[src/hdl/tkhc_pkg.sv]
// ----------------------------------------------------------------------------
// tkhc_pkg
// types and constants of the ranked hot block table
// ----------------------------------------------------------------------------
package tkhc_pkg;

  localparam int TKHC_TABLE_DEPTH = 16;
  localparam int TKHC_COUNT_BITS  = 32;
  localparam int ADDR_W           = 32;
  localparam int HIT_W            = 32;
  localparam int SLOT_W           = 4;
  localparam int RANK_W           = 4;
  localparam int RSP_COUNT_W      = 32;

  typedef struct packed {
    logic              req_type;
    logic [ADDR_W-1:0] block_addr;
    logic [HIT_W-1:0]  block_hits;
    logic [SLOT_W-1:0] slot_index;
  } tkhc_req_t;

  typedef struct packed {
    logic                   placed;
    logic [RANK_W-1:0]      new_rank;
    logic                   evicted_valid;
    logic [ADDR_W-1:0]      evicted_addr;
    logic                   slot_valid;
    logic [ADDR_W-1:0]      slot_addr;
    logic [RSP_COUNT_W-1:0] slot_count;
  } tkhc_rsp_t;

  // request broadcast to every cell during the sweep
  typedef struct packed {
    logic              notify;
    logic [ADDR_W-1:0] addr;
    logic [SLOT_W-1:0] slot_index;
  } tkhc_probe_t;

  // search wavefront handed from cell to cell
  typedef struct packed {
    logic                   live;
    logic                   hit;
    logic                   ins_found;
    logic                   rd_valid;
    logic [ADDR_W-1:0]      rd_addr;
    logic [RSP_COUNT_W-1:0] rd_count;
  } tkhc_tok_t;

  // table update broadcast
  typedef struct packed {
    logic              apply;
    logic [ADDR_W-1:0] addr;
  } tkhc_cmd_t;

endpackage

[src/hdl/tkhc_cell.sv]
// ----------------------------------------------------------------------------
// tkhc_cell
// one rank slot: holds an entry, compares it against the request as the
// search wavefront passes, and on update loads the new entry or shifts down
// from its upper neighbor
module tkhc_cell
  import tkhc_pkg::*;
#(
  parameter int COUNT_BITS = TKHC_COUNT_BITS,
  parameter int IDX_BITS   = 4,
  parameter int CELL_IDX   = 0
) (
  input  logic                  clk,
  input  logic                  rst,
  input  tkhc_probe_t           probe,
  input  logic [COUNT_BITS-1:0] probe_cnt,
  input  tkhc_cmd_t             cmd,
  input  logic [IDX_BITS-1:0]   cmd_pos,
  input  logic [IDX_BITS-1:0]   cmd_lim,
  input  logic [COUNT_BITS-1:0] cmd_cnt,
  input  logic                  up_valid,
  input  logic [ADDR_W-1:0]     up_addr,
  input  logic [COUNT_BITS-1:0] up_count,
  output logic                  ent_valid,
  output logic [ADDR_W-1:0]     ent_addr,
  output logic [COUNT_BITS-1:0] ent_count,
  input  tkhc_tok_t             tok_in,
  input  logic [IDX_BITS-1:0]   run_in,
  input  logic [IDX_BITS-1:0]   hpos_in,
  input  logic [IDX_BITS-1:0]   hidx_in,
  input  logic [IDX_BITS-1:0]   ipos_in,
  output tkhc_tok_t             tok_out,
  output logic [IDX_BITS-1:0]   run_out,
  output logic [IDX_BITS-1:0]   hpos_out,
  output logic [IDX_BITS-1:0]   hidx_out,
  output logic [IDX_BITS-1:0]   ipos_out
);

  localparam logic [IDX_BITS-1:0] MY_IDX   = IDX_BITS'(CELL_IDX);
  localparam logic [IDX_BITS-1:0] NEXT_IDX = IDX_BITS'(CELL_IDX + 1);

  logic                qual;
  logic                match;
  logic                rd_here;
  logic                load_new;
  logic                shift_in;
  tkhc_tok_t           tok_next;
  logic [IDX_BITS-1:0] run_next;
  logic [IDX_BITS-1:0] hpos_next;
  logic [IDX_BITS-1:0] hidx_next;
  logic [IDX_BITS-1:0] ipos_next;

  // empty slot or count not above the request: insert point and bubble run
  assign qual    = !ent_valid || (ent_count <= probe_cnt);
  assign match   = ent_valid && (ent_addr == probe.addr);
  assign rd_here = (int'(probe.slot_index) == CELL_IDX);

  always_comb begin
    tok_next  = tok_in;
    hpos_next = hpos_in;
    hidx_next = hidx_in;
    ipos_next = ipos_in;
    // start of the run of qualifying slots that ends at this one
    run_next  = qual ? run_in : NEXT_IDX;
    if (probe.notify && match && !tok_in.hit) begin
      tok_next.hit = 1'b1;
      hidx_next    = MY_IDX;
      hpos_next    = run_in;
    end
    if (qual && !tok_in.ins_found) begin
      tok_next.ins_found = 1'b1;
      ipos_next          = MY_IDX;
    end
    if (rd_here && ent_valid) begin
      tok_next.rd_valid = 1'b1;
      tok_next.rd_addr  = ent_addr;
      tok_next.rd_count = RSP_COUNT_W'(ent_count);
    end
  end

  assign load_new = cmd.apply && (MY_IDX == cmd_pos);
  assign shift_in = cmd.apply && (MY_IDX > cmd_pos) && (MY_IDX <= cmd_lim);

  always_ff @(posedge clk) begin
    if (rst) begin
      ent_valid <= 1'b0;
      tok_out   <= '0;
    end else begin
      tok_out <= tok_next;
      if (load_new) begin
        ent_valid <= 1'b1;
      end else if (shift_in) begin
        ent_valid <= up_valid;
      end
    end
  end

  always_ff @(posedge clk) begin
    run_out  <= run_next;
    hpos_out <= hpos_next;
    hidx_out <= hidx_next;
    ipos_out <= ipos_next;
    if (load_new) begin
      ent_addr  <= cmd.addr;
      ent_count <= cmd_cnt;
    end else if (shift_in) begin
      ent_addr  <= up_addr;
      ent_count <= up_count;
    end
  end

endmodule

[config.mk]
export PLATFORM = sky130hd
export DESIGN_NAME = tkhc_cell
export DESIGN_NICKNAME = d
export VERILOG_FILES = /design/src/hdl/tkhc_pkg.sv /design/src/hdl/tkhc_cell.sv
export SDC_FILE = /design/constraint.sdc
export NUM_CORES = 1
export LEC_CHECK = 0
export BUFFER_PORTS_ARGS = -buffer_cell sky130_fd_sc_hd__buf_2
export CAP_MARGIN = 40
export CORE_AREA = 2 2 173 175
export DETAILED_ROUTE_END_ITERATION = 8
export DIE_AREA = 0 0 175 177
export PLACE_DENSITY_LB_ADDON = 0.3
export SLEW_MARGIN = 20
export SYNTH_ARGS = -nofsm -noshare
export SYNTH_HDL_FRONTEND = slang
export SYNTH_SLANG_ARGS = --single-unit
[constraint.sdc]
create_clock -name clk -period 4.4 [get_ports clk]
set_input_delay 0.88 -clock clk [delete_from_list [all_inputs] [get_ports clk]]
set_output_delay 0.88 -clock clk [all_outputs]
set_load 0.1 [all_outputs]
==> flow_summary.ini <==
[route]
postRouteAntennaNets = 0
drc = 0
vias = 6221
via_per_inst = 4.23
wire_per_inst_um = 17.2
drt_iter0_drc = 240
wirelength_mm = 25.3
dr.pass1.iters = 4

[grt]
grt_pass1_vias = 6147
grt_first_pass_wirelength_mm = 36.2
grt_usage = 0.157
grt_max_degree = 57
grt.overflow.total = 0
antenna_found_initial = 1

[yosys]
synth_top_family_by_area = simple AND/OR/NAND/NOR gates
synth_warnings = 0
synth-seq-cells = 149
synth_edf_count = 64
synth-simple-area-share = 0.124
synthXorXnorAreaFrac = 0.0406
synth_top_area_frac = 0.287
muxShareOfSynthArea = 0.114
syn_nets = 959
synth_async_sr_flop_share = 0
syn_area_per_cell_sq_um = 10.6
postSynthCellCount = 634
ys.flop_type = dfxtp_1
yosys-top-cells-area = edfxtp_1 29%, dfxtp_1 25%, mux2_2 11%
synth_compound_area_frac = 0.0813
synth_area_leader_cell = edfxtp_1
ys_seq_area_frac = 0.542
netlist_area_sq_um = 6690
synth-adder-area-share = 0.0598
synth_cell_types = 36

[placed_design]
routabilityCongestion = 0.826
hpwl_mm = 20.2
io_buffer_count = 436
dp_slack_ps = 1240

[timing]
finalSetupViolations = 0
timing.final.ws_setup_ps = 1790
finalMaxSlewViolations = 0
fin_crit_sh = 0.594
max_clock_freq_ghz = 0.383
rsz0062_at_grt = false
tightest_slew_ps = 703
finalClockSkew_ps = 14.1
slew_headroom = 0.527
finalHoldViolCount = 0
whs_ps = 573
post-route-min-period_ps = 2610
tns_ps = 0

[outcome]
status = complete, no violations

[finish]
drive_above_1_share = 0.513
syn_to_final_growth_pct = 48.8
fin_nets = 1394
fillers = 3096
seq_area_sq_um = 3620
multi_input_area_sq_um = 2820
final_common_cell = buf_2
final_util = 0.341
final_cell_mix = 436 x buf_2, 137 x nand2_1, 85 x dfxtp_1
antennaDiodeCount = 0

[cts]
cts.sinks = 149
worstSkewPairLatency_ps = 420
numCtsBuffers = 17
cts-root-buf = clkbuf_16
clockBufferDepth = 2
cts_max_level = 4
cts_tree = yes
cts_setup_buffers = 0
cts_resized = 0
hold_buffers = 0
path_clk_slew_ps = 70

[worst_setup_path]
critPathKind = in2reg
reg2regPathDepth = 5
cp-start-kind = input pin
cp-startpoint = probe[13]
critPathArrivalTime_ps = 2910
endpoint_kind = register
worstReg2RegStart = ent_addr[29]$_DFFE_PP_
cp_max_fo = 8
required_ps = 4700

[power_and_ir_drop]
switchingPower_mw = 1.20
peakVddDrop_uv = 212
powerDensity_nw_per_um2 = 379
p_int_mw = 2.57
cellLeakagePower_nw = 4.74
p_clk_frac = 0.402
swShare = 0.318
pwr-share-comb = 0.196
seqPwrFrac = 0.402
power_mw = 3.77

[die]
start_util = 0.229
core_region_area_sq_um = 29200
dieArea_sq_um = 31000
rows = 63
io_pins = 442
fp.dieH_um = 177
dieWidth_um = 175

[run]
drv_cap = 0

[hold_path]
hold_depth = 2
min_from = ent_count[0]$_DFFE_PP_
hp-class = reg2reg
==> per-layer routing <==
layer  global-route usage  share of wire
met4               0.0396          0.011
met1                0.202           0.43
met5                    0        0.00044
met3               0.0389          0.063
met2                0.263           0.49
==> kinds of logic after synthesis <==
group | after synthesis
buf+inv | 67
xor+xnor | 31
fa+ha+maj | 32
mux | 68
simple gates | 186
flops | 149
compound gates | 101
==> sequential cells by signal (all words and copies together) (netlist names) <==
name / cells
hpos_out: 4
run_out: 4
hidx_out: 4
ent_count: 32
tok_out: 68
ent_addr: 32
ipos_out: 4
ent_valid: 1
==> layout make-up <==
class	count	share of cell area
Sequential cell	149	0.364
Clock inverter	11	0.0112
Clock buffer	21	0.0495
Multi-Input combinational cell	418	0.283
Tap cell	390	0.0490
Timing Repair Buffer	444	0.229
Inverter	39	0.0147
==> worst max-delay path, cell delays in order <==
cell and delay (ps):
buf_2 100, xor2_1 170, nor4_1 510, nand3_1 260
nor4_4 590, mux2_2 400
==> cells in the mapped netlist, types with 3 or more instances <==
library cell	instances
and3_1	3
nand2_1	138
nor3_1	4
nand4_1	12
clkbuf_1	22
and2b_2	4
dfxtp_1	85
nor4_1	8
buf_2	4
mux2_2	68
edfxtp_1	64
xor2_1	19
xnor2_1	12
a21oi_1	81
ha_1	32
inv_1	39
a31oi_1	4
nor2_1	6
o21ai_0	7
==> through the flow <==
step | instances | area [sq um]
after floorplan | 634 | 6690
after detailed placement | 1440 | 9360
after CTS | 1472 | 9960
after global placement | 1439 | 9340
final | 1472 | 9960
after global routing | 1472 | 9960
==> power by group through the flow <==
stage	combinational (mW)	clock, mW	sequential, mW
5_1_grt	0.782	1.61	1.52
3_3_place_gp	0.737	0	1.55
4_1_cts	0.746	1.57	1.52
3_5_place_dp	0.744	0	1.55
2_1_floorplan	0.133	0	1.93
6_report	0.740	1.52	1.52
==> path summary, 6_finish.rpt <==
path / endpoint / slack, ps
worst min-delay path: tok_out[0]$_SDFF_PP0_ / 570
worst max register to register: hpos_out[3]$_DFF_P_ / 1850
worst min register to register: tok_out[0]$_SDFF_PP0_ / 570
worst max-delay path: hpos_out[3]$_DFF_P_ / 1790
(Power assumes the default switching activity.)
